===== src/sv/iring_pkg.sv =====
// ----------------------------------------------------------------------------
// iring_pkg
// Shared types, codes and helpers for the indexed ring queue.
// ----------------------------------------------------------------------------
`default_nettype none

package iring_pkg;

	localparam int VALUE_W = 32;
	localparam int INDEX_W = 16;
	localparam int CAP_W   = 7;
	localparam int CAP_MAX = 127;

	localparam logic [CAP_W-1:0] CAP_RESET = 7'd64;

	typedef enum logic [1:0] {
		CMD_PUSH   = 2'd0,
		CMD_POP    = 2'd1,
		CMD_INSERT = 2'd2,
		CMD_GET    = 2'd3
	} cmd_t;

	typedef enum logic [1:0] {
		ST_OK       = 2'd0,
		ST_FULL     = 2'd1,
		ST_EMPTY    = 2'd2,
		ST_OCCUPIED = 2'd3
	} status_t;

	typedef struct packed {
		cmd_t                command;
		logic [VALUE_W-1:0]  entry_value;
		logic [INDEX_W-1:0]  slot_index;
		logic                overwrite;
	} req_t;

	typedef struct packed {
		status_t             status;
		logic [VALUE_W-1:0]  value_out;
		logic                value_present;
		logic [CAP_W-1:0]    fill_level;
		logic                is_full;
		logic                is_empty;
	} rsp_t;

	// request to the shared remainder unit
	typedef struct packed {
		logic                go;
		logic [INDEX_W-1:0]  numer;
		logic [CAP_W-1:0]    divisor;
	} rem_req_t;

	typedef struct packed {
		logic                done;
		logic [CAP_W-1:0]    remainder;
	} rem_rsp_t;

	// clamp a raw capacity into 1..slots
	function automatic logic [CAP_W-1:0] eff_cap(input logic [CAP_W-1:0] raw,
		input logic [CAP_W-1:0] slots);
		logic [CAP_W-1:0] res;
		if (raw == '0) begin
			res = {{(CAP_W-1){1'b0}}, 1'b1};
		end else if (raw > slots) begin
			res = slots;
		end else begin
			res = raw;
		end
		return res;
	endfunction

endpackage

`default_nettype wire


===== src/sv/iring_rem.sv =====
// ----------------------------------------------------------------------------
// iring_rem
// Restoring remainder unit: one numerator bit per cycle, done pulse at end.
// ----------------------------------------------------------------------------
`default_nettype none

module iring_rem (
	input  wire                    clk,
	input  wire                    arst_n,
	input  iring_pkg::rem_req_t    req,
	output iring_pkg::rem_rsp_t    rsp
);

	localparam int CntW = $clog2(iring_pkg::INDEX_W + 1);

	logic [CntW-1:0]                 cnt_q;
	logic                            done_q;
	logic [iring_pkg::INDEX_W-1:0]   numer_q;
	logic [iring_pkg::CAP_W-1:0]     divisor_q;
	logic [iring_pkg::CAP_W-1:0]     rem_q;

	logic [iring_pkg::CAP_W:0]       trial;
	logic [iring_pkg::CAP_W:0]       diff;
	logic [iring_pkg::CAP_W-1:0]     rem_d;

	// shift in the next bit, subtract when it fits
	always_comb begin
		trial = {rem_q, numer_q[iring_pkg::INDEX_W-1]};
		diff  = trial - {1'b0, divisor_q};
		if (trial >= {1'b0, divisor_q}) begin
			rem_d = diff[iring_pkg::CAP_W-1:0];
		end else begin
			rem_d = trial[iring_pkg::CAP_W-1:0];
		end
	end

	// step counter and done pulse
	always_ff @(posedge clk or negedge arst_n) begin
		if (!arst_n) begin
			cnt_q  <= '0;
			done_q <= 1'b0;
		end else begin
			done_q <= 1'b0;
			if (req.go) begin
				cnt_q <= CntW'(iring_pkg::INDEX_W);
			end else if (cnt_q != '0) begin
				cnt_q <= cnt_q - 1'b1;
				if (cnt_q == CntW'(1)) begin
					done_q <= 1'b1;
				end
			end
		end
	end

	// operand and partial remainder
	always_ff @(posedge clk) begin
		if (req.go) begin
			numer_q   <= req.numer;
			divisor_q <= req.divisor;
			rem_q     <= '0;
		end else if (cnt_q != '0) begin
			numer_q <= {numer_q[iring_pkg::INDEX_W-2:0], 1'b0};
			rem_q   <= rem_d;
		end
	end

	assign rsp.done      = done_q;
	assign rsp.remainder = rem_q;

endmodule

`default_nettype wire


===== src/sv/iring_slot_mem.sv =====
// ----------------------------------------------------------------------------
// iring_slot_mem
// Slot word store: one shared address, write port and registered read.
// ----------------------------------------------------------------------------
`default_nettype none

module iring_slot_mem #(
	parameter int Depth = 64
) (
	input  wire                              clk,
	input  wire                              we,
	input  wire  [$clog2(Depth)-1:0]         addr,
	input  wire  [iring_pkg::VALUE_W-1:0]    wdata,
	output logic [iring_pkg::VALUE_W-1:0]    rdata
);

	logic [iring_pkg::VALUE_W-1:0] mem_q [Depth];
	logic [iring_pkg::VALUE_W-1:0] rdata_q;

	// write on enable, read every cycle
	always_ff @(posedge clk) begin
		if (we) begin
			mem_q[addr] <= wdata;
		end
		rdata_q <= mem_q[addr];
	end

	assign rdata = rdata_q;

endmodule

`default_nettype wire


===== src/sv/indexed_ring_queue.sv =====
// Push and pop go from idle through the access state to the reply state, where
// the done strobe is raised; insert and get first pass the reduce state, where
// the 16-step shared remainder unit reduces the slot index. New commands are
// taken only while idle. The first item after a capacity write also has both
// positions reduced by the same remainder unit. The receiver cannot stall.
// Reset clears positions, fill count and all occupied marks at once.
// ----------------------------------------------------------------------------
// indexed_ring_queue
// Circular queue with occupied marks, push/pop and indexed insert/get.
// ----------------------------------------------------------------------------
`default_nettype none

module indexed_ring_queue #(
	parameter int DEPTH = 64
) (
	input  wire                               clk,
	input  wire                               arst_n,
	input  wire                               start,
	output logic                              busy,
	input  iring_pkg::req_t                   request,
	output logic                              done,
	output iring_pkg::rsp_t                   result,
	input  wire                               capacity_we,
	input  wire  [iring_pkg::CAP_W-1:0]       capacity_wdata
);

	localparam int SLOTS = (DEPTH < iring_pkg::CAP_MAX) ? DEPTH : iring_pkg::CAP_MAX;
	localparam int PW    = $clog2(SLOTS);
	localparam int CW    = iring_pkg::CAP_W;

	localparam logic [CW-1:0] SlotsCap = CW'(SLOTS);

	typedef enum logic [1:0] {S_IDLE, S_REDUCE, S_ACCESS, S_REPLY} state_t;
	typedef enum logic [1:0] {J_WPOS, J_RPOS, J_INDEX} job_t;

	state_t                          state_q;
	job_t                            job_q;
	iring_pkg::req_t                 req_q;
	logic [PW-1:0]                   wpos_q;
	logic [PW-1:0]                   rpos_q;
	logic [PW-1:0]                   loc_q;
	logic [CW-1:0]                   fill_q;
	logic [CW-1:0]                   effcap_q;
	logic                            dirty_q;
	logic [SLOTS-1:0]                occ_q;
	iring_pkg::status_t              status_q;
	logic                            present_q;

	iring_pkg::rem_req_t             rem_req;
	iring_pkg::rem_rsp_t             rem_rsp;

	logic                            accept;
	logic                            indexed;
	logic [CW-1:0]                   new_cap;

	logic                            full_now;
	logic                            empty_now;
	logic [CW-1:0]                   wpos_inc;
	logic [CW-1:0]                   rpos_inc;
	logic [CW-1:0]                   fill_up;
	logic [CW-1:0]                   fill_down;

	iring_pkg::status_t              acc_status;
	logic                            acc_we;
	logic [PW-1:0]                   acc_addr;
	logic                            acc_present;
	logic                            acc_occ_set;
	logic                            acc_occ_clr;
	logic [PW-1:0]                   wpos_d;
	logic [PW-1:0]                   rpos_d;
	logic [CW-1:0]                   fill_d;

	logic [iring_pkg::VALUE_W-1:0]   mem_rdata;

	assign busy    = (state_q != S_IDLE);
	assign accept  = start && (state_q == S_IDLE);
	assign indexed = (request.command == iring_pkg::CMD_INSERT) ||
		(request.command == iring_pkg::CMD_GET);
	assign new_cap = iring_pkg::eff_cap(capacity_wdata, SlotsCap);

	// launch the shared remainder unit
	always_comb begin
		rem_req.go      = 1'b0;
		rem_req.numer   = iring_pkg::INDEX_W'(wpos_q);
		rem_req.divisor = effcap_q;
		case (state_q)
			S_IDLE: begin
				if (accept) begin
					if (dirty_q) begin
						rem_req.go = 1'b1;
					end else if (indexed) begin
						rem_req.go    = 1'b1;
						rem_req.numer = request.slot_index;
					end
				end
			end
			S_REDUCE: begin
				if (rem_rsp.done) begin
					if (job_q == J_WPOS) begin
						rem_req.go    = 1'b1;
						rem_req.numer = iring_pkg::INDEX_W'(rpos_q);
					end else if (job_q == J_RPOS &&
						(req_q.command == iring_pkg::CMD_INSERT ||
						req_q.command == iring_pkg::CMD_GET)) begin
						rem_req.go    = 1'b1;
						rem_req.numer = req_q.slot_index;
					end
				end
			end
			default: begin
			end
		endcase
	end

	iring_rem u_rem (
		.clk    (clk),
		.arst_n (arst_n),
		.req    (rem_req),
		.rsp    (rem_rsp)
	);

	// queue flags and wrapped position steps
	always_comb begin
		full_now  = (wpos_q == rpos_q) && (fill_q != '0);
		empty_now = (wpos_q == rpos_q) && (fill_q == '0);
		wpos_inc  = CW'(wpos_q) + 1'b1;
		rpos_inc  = CW'(rpos_q) + 1'b1;
		if (wpos_inc == effcap_q) begin
			wpos_inc = '0;
		end
		if (rpos_inc == effcap_q) begin
			rpos_inc = '0;
		end
		fill_up   = (fill_q < effcap_q) ? fill_q + 1'b1 : fill_q;
		fill_down = (fill_q != '0) ? fill_q - 1'b1 : fill_q;
	end

	// decide the slot access for the held command
	always_comb begin
		acc_status  = iring_pkg::ST_OK;
		acc_we      = 1'b0;
		acc_addr    = loc_q;
		acc_present = 1'b0;
		acc_occ_set = 1'b0;
		acc_occ_clr = 1'b0;
		wpos_d      = wpos_q;
		rpos_d      = rpos_q;
		fill_d      = fill_q;
		case (req_q.command)
			iring_pkg::CMD_PUSH: begin
				acc_addr = wpos_q;
				if (full_now) begin
					acc_status = iring_pkg::ST_FULL;
				end else begin
					acc_we      = 1'b1;
					acc_occ_set = 1'b1;
					wpos_d      = PW'(wpos_inc);
					fill_d      = fill_up;
				end
			end
			iring_pkg::CMD_POP: begin
				acc_addr = rpos_q;
				if (empty_now) begin
					acc_status = iring_pkg::ST_EMPTY;
				end else begin
					acc_present = occ_q[rpos_q];
					acc_occ_clr = 1'b1;
					rpos_d      = PW'(rpos_inc);
					fill_d      = fill_down;
				end
			end
			iring_pkg::CMD_INSERT: begin
				if (occ_q[loc_q]) begin
					if (req_q.overwrite) begin
						acc_we = 1'b1;
					end else begin
						acc_status = iring_pkg::ST_OCCUPIED;
					end
				end else begin
					acc_we      = 1'b1;
					acc_occ_set = 1'b1;
					fill_d      = fill_up;
				end
			end
			iring_pkg::CMD_GET: begin
				acc_present = occ_q[loc_q];
			end
			default: begin
			end
		endcase
	end

	iring_slot_mem #(
		.Depth (SLOTS)
	) u_mem (
		.clk   (clk),
		.we    (acc_we && (state_q == S_ACCESS)),
		.addr  (acc_addr),
		.wdata (req_q.entry_value),
		.rdata (mem_rdata)
	);

	// sequencer, queue state and capacity register
	always_ff @(posedge clk or negedge arst_n) begin
		if (!arst_n) begin
			state_q   <= S_IDLE;
			job_q     <= J_WPOS;
			req_q     <= '0;
			wpos_q    <= '0;
			rpos_q    <= '0;
			loc_q     <= '0;
			fill_q    <= '0;
			effcap_q  <= iring_pkg::eff_cap(iring_pkg::CAP_RESET, SlotsCap);
			dirty_q   <= 1'b0;
			occ_q     <= '0;
			status_q  <= iring_pkg::ST_OK;
			present_q <= 1'b0;
		end else begin
			case (state_q)
				S_IDLE: begin
					if (capacity_we) begin
						effcap_q <= new_cap;
						dirty_q  <= 1'b1;
						if (fill_q > new_cap) begin
							fill_q <= new_cap;
						end
					end
					if (accept) begin
						// hold the item for the whole command
						req_q <= request;
						if (dirty_q) begin
							job_q   <= J_WPOS;
							state_q <= S_REDUCE;
						end else if (indexed) begin
							job_q   <= J_INDEX;
							state_q <= S_REDUCE;
						end else begin
							state_q <= S_ACCESS;
						end
					end
				end
				S_REDUCE: begin
					if (rem_rsp.done) begin
						case (job_q)
							J_WPOS: begin
								wpos_q <= PW'(rem_rsp.remainder);
								job_q  <= J_RPOS;
							end
							J_RPOS: begin
								rpos_q  <= PW'(rem_rsp.remainder);
								dirty_q <= 1'b0;
								if (rem_req.go) begin
									job_q <= J_INDEX;
								end else begin
									state_q <= S_ACCESS;
								end
							end
							default: begin
								loc_q   <= PW'(rem_rsp.remainder);
								state_q <= S_ACCESS;
							end
						endcase
					end
				end
				S_ACCESS: begin
					status_q  <= acc_status;
					present_q <= acc_present;
					wpos_q    <= wpos_d;
					rpos_q    <= rpos_d;
					fill_q    <= fill_d;
					if (acc_occ_set) begin
						occ_q[acc_addr] <= 1'b1;
					end
					if (acc_occ_clr) begin
						occ_q[acc_addr] <= 1'b0;
					end
					state_q <= S_REPLY;
				end
				default: begin
					state_q <= S_IDLE;
				end
			endcase
		end
	end

	// present the item for one cycle
	always_comb begin
		done                 = (state_q == S_REPLY);
		result.status        = status_q;
		result.value_out     = present_q ? mem_rdata : '0;
		result.value_present = present_q;
		result.fill_level    = fill_q;
		result.is_full       = full_now;
		result.is_empty      = empty_now;
	end

endmodule

`default_nettype wire


===== config.mk =====
export PLATFORM = sky130hd
export DESIGN_NAME = indexed_ring_queue
export DESIGN_NICKNAME = d
export VERILOG_FILES = /design/src/sv/iring_pkg.sv /design/src/sv/iring_rem.sv /design/src/sv/iring_slot_mem.sv /design/src/sv/indexed_ring_queue.sv
export SDC_FILE = /design/constraint.sdc
export NUM_CORES = 2
export LEC_CHECK = 0
export ABC_AREA = 1
export BUFFER_PORTS_ARGS = -buffer_cell sky130_fd_sc_hd__buf_2
export CAP_MARGIN = 20
export CORE_UTILIZATION = 33
export CTS_BUF_LIST = sky130_fd_sc_hd__clkbuf_16
export DETAILED_ROUTE_END_ITERATION = 6
export GPL_TIMING_DRIVEN = 0
export PLACE_DENSITY_LB_ADDON = 0.15
export REMOVE_ABC_BUFFERS = 1
export SLEW_MARGIN = 5
export SYNTH_ARGS = -nofsm -noshare
export SYNTH_HDL_FRONTEND = slang
export SYNTH_SLANG_ARGS = --single-unit

===== constraint.sdc =====
create_clock -name clk -period 5.9 [get_ports clk]
set_input_delay 1.18 -clock clk [delete_from_list [all_inputs] [get_ports clk]]
set_output_delay 1.18 -clock clk [all_outputs]
set_load 0.01 [all_outputs]

Word-level counts from Yosys, hierarchy flattened
Memories as Yosys holds them, arrays and structs flattened. A register that Yosys moved wholly into a read port is not among the register bits.
Index checks and enable logic that the tools add are counted.
- flip-flop bits (word level): 191
- logic and storage cells: 187
- bits of input ports: 62
- output and inout port bits: 46
- bits in writable memories: 2048
- memories kept: 1
- memory list (name ; words ; bits a word ; read ports ; clocked after memory_dff ; wr ports ; line ; RTL):
    u_mem.mem_q ; 64 ; 32 ; 1 ; 1 ; 1 ; iring_slot_mem.sv:17 ; logic [iring_pkg::VALUE_W-1:0] mem_q [Depth];
- multiplexer cells: 85
- bitwise gates (word level): 4
- equal/unequal tests: 33
- add/subtract/negate cells: 6
- reduce and logical (&&, ||, !) cells: 30
- $lt $le $gt $ge: 8
- operators with widths (operator ; number):
    64-bit 2-to-1 mux ; 3
    17-bit 2-to-1 mux ; 5
    7-bit 2-to-1 mux ; 10
    64-bit AND ; 1
    64-bit inverter ; 1
    64-bit bitwise OR ; 1
    6-bit 2-to-1 mux ; 10
    16-bit 2-to-1 mux ; 3
    6-bit one-hot mux with 2 select lines ; 3
    17-bit one-hot mux with 2 select lines ; 1
    32-bit 2-to-1 mux ; 1
    2-bit 2-to-1 mux ; 13
    3-bit != test (second input constant) ; 8
    6-bit by 7-bit less-than comparator with 1-bit output (second input constant) ; 3
    7-bit one-hot mux with 3 select lines ; 1
    1-bit 2-to-1 mux ; 20
    6-bit by 1-bit adder with 7-bit output (second input constant) ; 2
    7-bit equality test ; 2
    7-bit logical NOT ; 2
    2-bit != test (second input constant) ; 7
    7-bit one-hot mux with 2 select lines ; 1
    1-bit binary-select mux with 6-bit select ; 2
    2-bit equality test (second input constant) ; 6
    2-bit one-hot mux with 2 select lines ; 3
    other kinds (32) ; 57

Depth between registers and ports, before layout
- depth in word-level cells: 11
- gate-level depth with buffers: 20
- depth with buffers taken out: 16

Cells and area by module
From an unflattened synthesis, not the netlist that was laid out.
- cell total of the unflattened synthesis: 10143
- area total of the unflattened synthesis: 98569.5 um^2
- modules (own cells, without submodules) (module ; instances ; sequential area each (um^2) ; area each (um^2) ; cells an instance):
    iring_slot_mem ; 1 ; 62139.6 ; 86494.2 ; 8440
    indexed_ring_queue ; 1 ; 3880.0 ; 10153.5 ; 1472
    iring_rem ; 1 ; 980.9 ; 1921.8 ; 231

Worst setup path after synthesis
No wires, ideal clock.
- kind: register -> register
- from: register req_q[50] (netlist name)
- to: memory u_mem.mem_q[17][0] (netlist name), enable pin
- arrival time: 2826 ps
- data required time: 5513 ps
- setup slack: 2688 ps
- stages on the path, launching flop included: 14
- clock period less this slack: 3212 ps
- setup time: 387 ps
- buffers on the path: 3
- path through: dfrtp_1 inv_1 ha_1 inv_2 o22ai_2 a21oi_1 buf_2 buf_6 nor3_4 nand2_2 buf_6 nor2_1 nand2_1 inv_1
- longest elaborated chain between the ends: 5
- elaborated cells between the ends (all ways): 8
- classes of those cells: 2 x eq/ne; 4 x mux; 2 x reduce/logical
- RTL lines (element ; line ; RTL):
    from (decl) ; indexed_ring_queue.sv:38 ; iring_pkg::req_t req_q;
    from (signal assigned) ; indexed_ring_queue.sv:230 ; req_q <= request;
    2-bit equality test or 2-bit logical NOT (tied branches) ; indexed_ring_queue.sv:149 ; case (req_q.command)
    1-bit one-hot mux with 2 select lines ; indexed_ring_queue.sv:149 ;
    1-bit logical AND ; indexed_ring_queue.sv:197 ; .we (acc_we && (state_q == S_ACCESS)),
    1-bit 2-to-1 mux ; iring_slot_mem.sv:22 ; if (we) begin
    1-bit 2-to-1 mux (not written as such) ; iring_slot_mem.sv:23 ; mem_q[addr] <= wdata;
    to (decl) ; iring_slot_mem.sv:17 ;
Several ways; a longest one is shown, not always the timed one.

Worst setup path in the final report
- from: register rpos_q[1]
- to: memory u_mem.mem_q[43][13] (netlist name), enable pin
- longest elaborated chain between the ends: 7
- elaborated cells between the ends (all ways): 8
- classes of those cells: 1 x eq/ne; 5 x mux; 2 x reduce/logical
- RTL lines (element ; line ; RTL):
    from (decl) ; indexed_ring_queue.sv:40 ; logic [PW-1:0] rpos_q;
    from (signal assigned) ; indexed_ring_queue.sv:250 ; rpos_q <= PW'(rem_rsp.remainder);
    from (signal assigned) ; indexed_ring_queue.sv:269 ; rpos_q <= rpos_d;
    6-bit equality test ; indexed_ring_queue.sv:124 ; full_now = (wpos_q == rpos_q) && (fill_q != '0);
    1-bit logical AND ; indexed_ring_queue.sv:124 ;
    1-bit 2-to-1 mux ; indexed_ring_queue.sv:152 ; if (full_now) begin
    1-bit one-hot mux with 2 select lines ; indexed_ring_queue.sv:149 ;
    1-bit logical AND ; indexed_ring_queue.sv:197 ;
    1-bit 2-to-1 mux ; iring_slot_mem.sv:22 ;
    1-bit 2-to-1 mux (not written as such) ; iring_slot_mem.sv:23 ;
Several ways; a longest one is shown, not always the timed one.

==> results.sh <==
export IMPL_fp_coreArea_mm2=0.297
export IMPL_io_pins=108
export IMPL_dieArea_mm2=0.301
export IMPL_synthDistinctLibCells=52
export IMPL_p_int_mw=40.0
export IMPL_layout_commonest_cell="nand2_1"
export IMPL_ys_ff_latch=2271
export IMPL_synth_seq_area_share_pct=67.9
export IMPL_placementRows=200
export IMPL_synth_edf_count=2071
export IMPL_drcViolationCount=0
export IMPL_fp_dieH_um=549
export IMPL_antenna_left=0
export IMPL_outcome="completed"
export IMPL_netlist_instances=10200
export IMPL_critPathArrivalTime_ns=6.30
export IMPL_drive_gt1_share_pct=8.35
export IMPL_wl_met1_mm=147
export IMPL_cp_max_fo=49
export IMPL_cts_sinks=2271
export IMPL_clock_path_buffers=4
export IMPL_fmax_mhz=174
export IMPL_antenna_found_initial=18
export IMPL_synth_area_leaders="edfxtp_1 (63%), nand2_1 (24%), dfrtp_1 (4.1%), buf_2 (1.4%), inv_1 (1.2%)"
export IMPL_yosys_area_top_type="edfxtp_1"
export IMPL_p_leak_nw=49.3
export IMPL_switching_share_pct=44.1
export IMPL_top_layer="met5"
export IMPL_portBuffers=107
export IMPL_p_per_area_mw_per_mm2=617
export IMPL_path_delay_family="buffers and inverters"
export IMPL_met2_wirelength_mm=149
export IMPL_track_usage_pct=21.4
export IMPL_maxSlewHeadroom_pct=29.9
export IMPL_finalWirelength_mm=326
export IMPL_syn_cell_area_mm2=0.0986
export IMPL_cts_max_level=5
export IMPL_critPathBufInv=11
export IMPL_fin_ws_ns=0.169
export IMPL_syn2layout_area_growth_pct=17.6
export IMPL_end_kind="flip-flop"
export IMPL_met3_length_mm=17.8
export IMPL_synth_warnings=0
export IMPL_die_width_um=549
export IMPL_drv_slew=0
export IMPL_cpMostUsedCell="buf_12"
export IMPL_timing_critical_path_slowest_cell_delay_ns=0.71
export IMPL_dp_hpwl_mm=199
export IMPL_tightest_slew_ns=1.05
export IMPL_period_needed_ns=5.73
export IMPL_via_per_inst=4.79
export IMPL_layout_common_cells="nand2_1 (6235), edfxtp_1 (2071), inv_1 (308)"
export IMPL_path_cells="clkinv_4, o22ai_1, a21oi_4, buf_12, buf_12, buf_12, inv_8, buf_16, buf_16, buf_16, nand3_1, nor2_4, inv_1, nor2_1, nand2_1, inv_2, buf_12"
export IMPL_cts_inserted_buffers=268
export IMPL_cts_root_buf="clkbuf_16"
export IMPL_hold_path_class="in -> async"
export IMPL_cp_start_kind="flip-flop"
export IMPL_synth_top_area_share_pct=63.0
export IMPL_dr_pass1_iters=7
export IMPL_vias=69200
export IMPL_maxCapViolCount=0
export IMPL_irDropWorstVdd_mv=0.439
export IMPL_dpl_worst_slack_ns=-2.73
export IMPL_fin_skew_ns=0.0362
export IMPL_synth_compound_area_share_pct=1.74
export IMPL_synth_xor_area_share_pct=0.240
export IMPL_hold_slack_ns=0.318
export IMPL_start_util_pct=33.2
export IMPL_detail_route_wl_per_cell_um=22.6
export IMPL_fin_tns_setup_ns=0
export IMPL_grt_pass1_wl_mm=470
export IMPL_hold_viol_final=0
export IMPL_slowest_stage="dfrtp_4"
export IMPL_async_flop_share_pct=7.09
export IMPL_period_share_pct=97.1
export IMPL_postSynthAreaPerCell_um2=9.69
export IMPL_path_class="reg -> reg"
export IMPL_synth_area_mux_share_pct=0
export IMPL_p_seq_share_pct=31.2
export IMPL_cp_data_required_time_ns=6.47
export IMPL_first_iter_violations=5853
export IMPL_cts_tree="yes"
export IMPL_power_frac_comb_pct=46.9
export IMPL_grt_overflow_total=0
export IMPL_yosys_area_share_simple_pct=25.9
export IMPL_clk_pin_slew_ns=0.06
export IMPL_place_congestion=0.840
export IMPL_clock_latency_ns=0.89
export IMPL_synth_adder_area_share_pct=0.523
export IMPL_clkPwrFrac_pct=21.8
export IMPL_finalSetupViolations=0
export IMPL_synthFlopType="edfxtp_1"
export IMPL_finalNetCount=10400
export IMPL_synth_top_family_by_area="simple AND/OR/NAND/NOR gates"
export IMPL_grt_max_degree=98
export IMPL_grt_pass1_vias=66500
export IMPL_p_switching_mw=31.6
==> flip-flops by register name, indices dropped and copies added (netlist names), 16 cells and up <==
register and cells:
u_mem.mem_q 2048, occ_q 64, req_q 51, u_mem.rdata 32, u_rem.numer_q 16
==> power groups by stage <==
| stage | Clock, mW | Sequential (mW) | Combinational [mW] |
|---|---|---|---|
| 6_report | 15.6 | 22.4 | 33.6 |
| 2_1_floorplan | 0 | 22.2 | 13.1 |
| 3_3_place_gp | 0 | 24.4 | 14.9 |
| 5_1_grt | 16.6 | 22.5 | 37.2 |
| 3_5_place_dp | 0 | 22.7 | 33.2 |
| 4_1_cts | 16.0 | 22.4 | 33.8 |
==> metrics by stage <==
step	cells	power [mW]	util [%]	cell area, µm²
finish	14500	71.6	39.1	116000
floorplan	9677	35.3	-	96300
global route	14500	76.3	39.1	116000
global placement	13700	39.3	34.3	102000
CTS	14500	72.1	39.0	116000
detailed placement	14000	55.9	36.2	108000
==> metal layers <==
layer | GRT usage, % | vias to the layer above
li1 | - | 33100
met3 | 2.97 | 447
met1 | 29.8 | 33800
met2 | 34.1 | 1857
met5 | 0 | -
met4 | 7.75 | 4
==> final timing paths <==
| path | startpoint | slack, ns | cells past startpoint | endpoint |
|---|---|---|---|---|
| max in group asynchronous | arst_n | 4.63 | 2 | occ_q[19] |
| min in group clk | effcap_q[2] | 0.46 | 0 | u_rem.divisor_q[2] |
| hold / removal | arst_n | 0.32 | 1 | fill_q[3] |
| setup / recovery | rpos_q[1] | 0.17 | 17 | u_mem.mem_q[43][13] |
| setup reg to reg | rpos_q[1] | 0.17 | 17 | u_mem.mem_q[43][13] |
| hold reg to reg | effcap_q[2] | 0.46 | 0 | u_rem.divisor_q[2] |
==> repair_timing <==
item / 4_1_cts / 5_1_grt
pin swaps: 1 / 2
hold buffers: 0 / 0
buffers inserted: 2 / 2
setup endpoints to repair: 1880 / 365
resized for setup: 28 / 7
gates cloned: 4 / 1
==> final cells by class <==
cell class	count	area, µm²
fill	28800	181000
sequential	2271	67100
multi-input combinational	7071	28200
clock buffer	271	6780
timing repair buffer	364	6320
tap	3939	4930
inverter	335	1370
clock inverter	207	1360
antenna	5	12.5
==> cells in the mapped netlist (all sizes together) (2+ instances only) <==
cell type	number
clkinv	4
a22oi	9
nand3	126
o221ai	2
o21ai	121
clkbuf	175
fa	2
o211ai	12
or2	2
a21oi	137
nand2	6237
nor3	60
nand4	9
nor4	5
o2bb2ai	2
edfxtp	2071
xor2	23
dfxtp	39
a211oi	2
dfrtp	160
inv	331
xnor2	4
ha	38
nor2	256
buf	326
o22ai	17
==> logic make-up after synthesis <==
| logic type | count (synthesis) |
|---|---|
| adder cells (fa/ha/maj) | 40 |
| AO/OA/AOI/OAI | 307 |
| AND/OR/NAND/NOR | 6697 |
| flip-flops | 2271 |
| buffers and inverters | 836 |
| XOR/XNOR | 27 |
(Power assumes the default switching activity.)
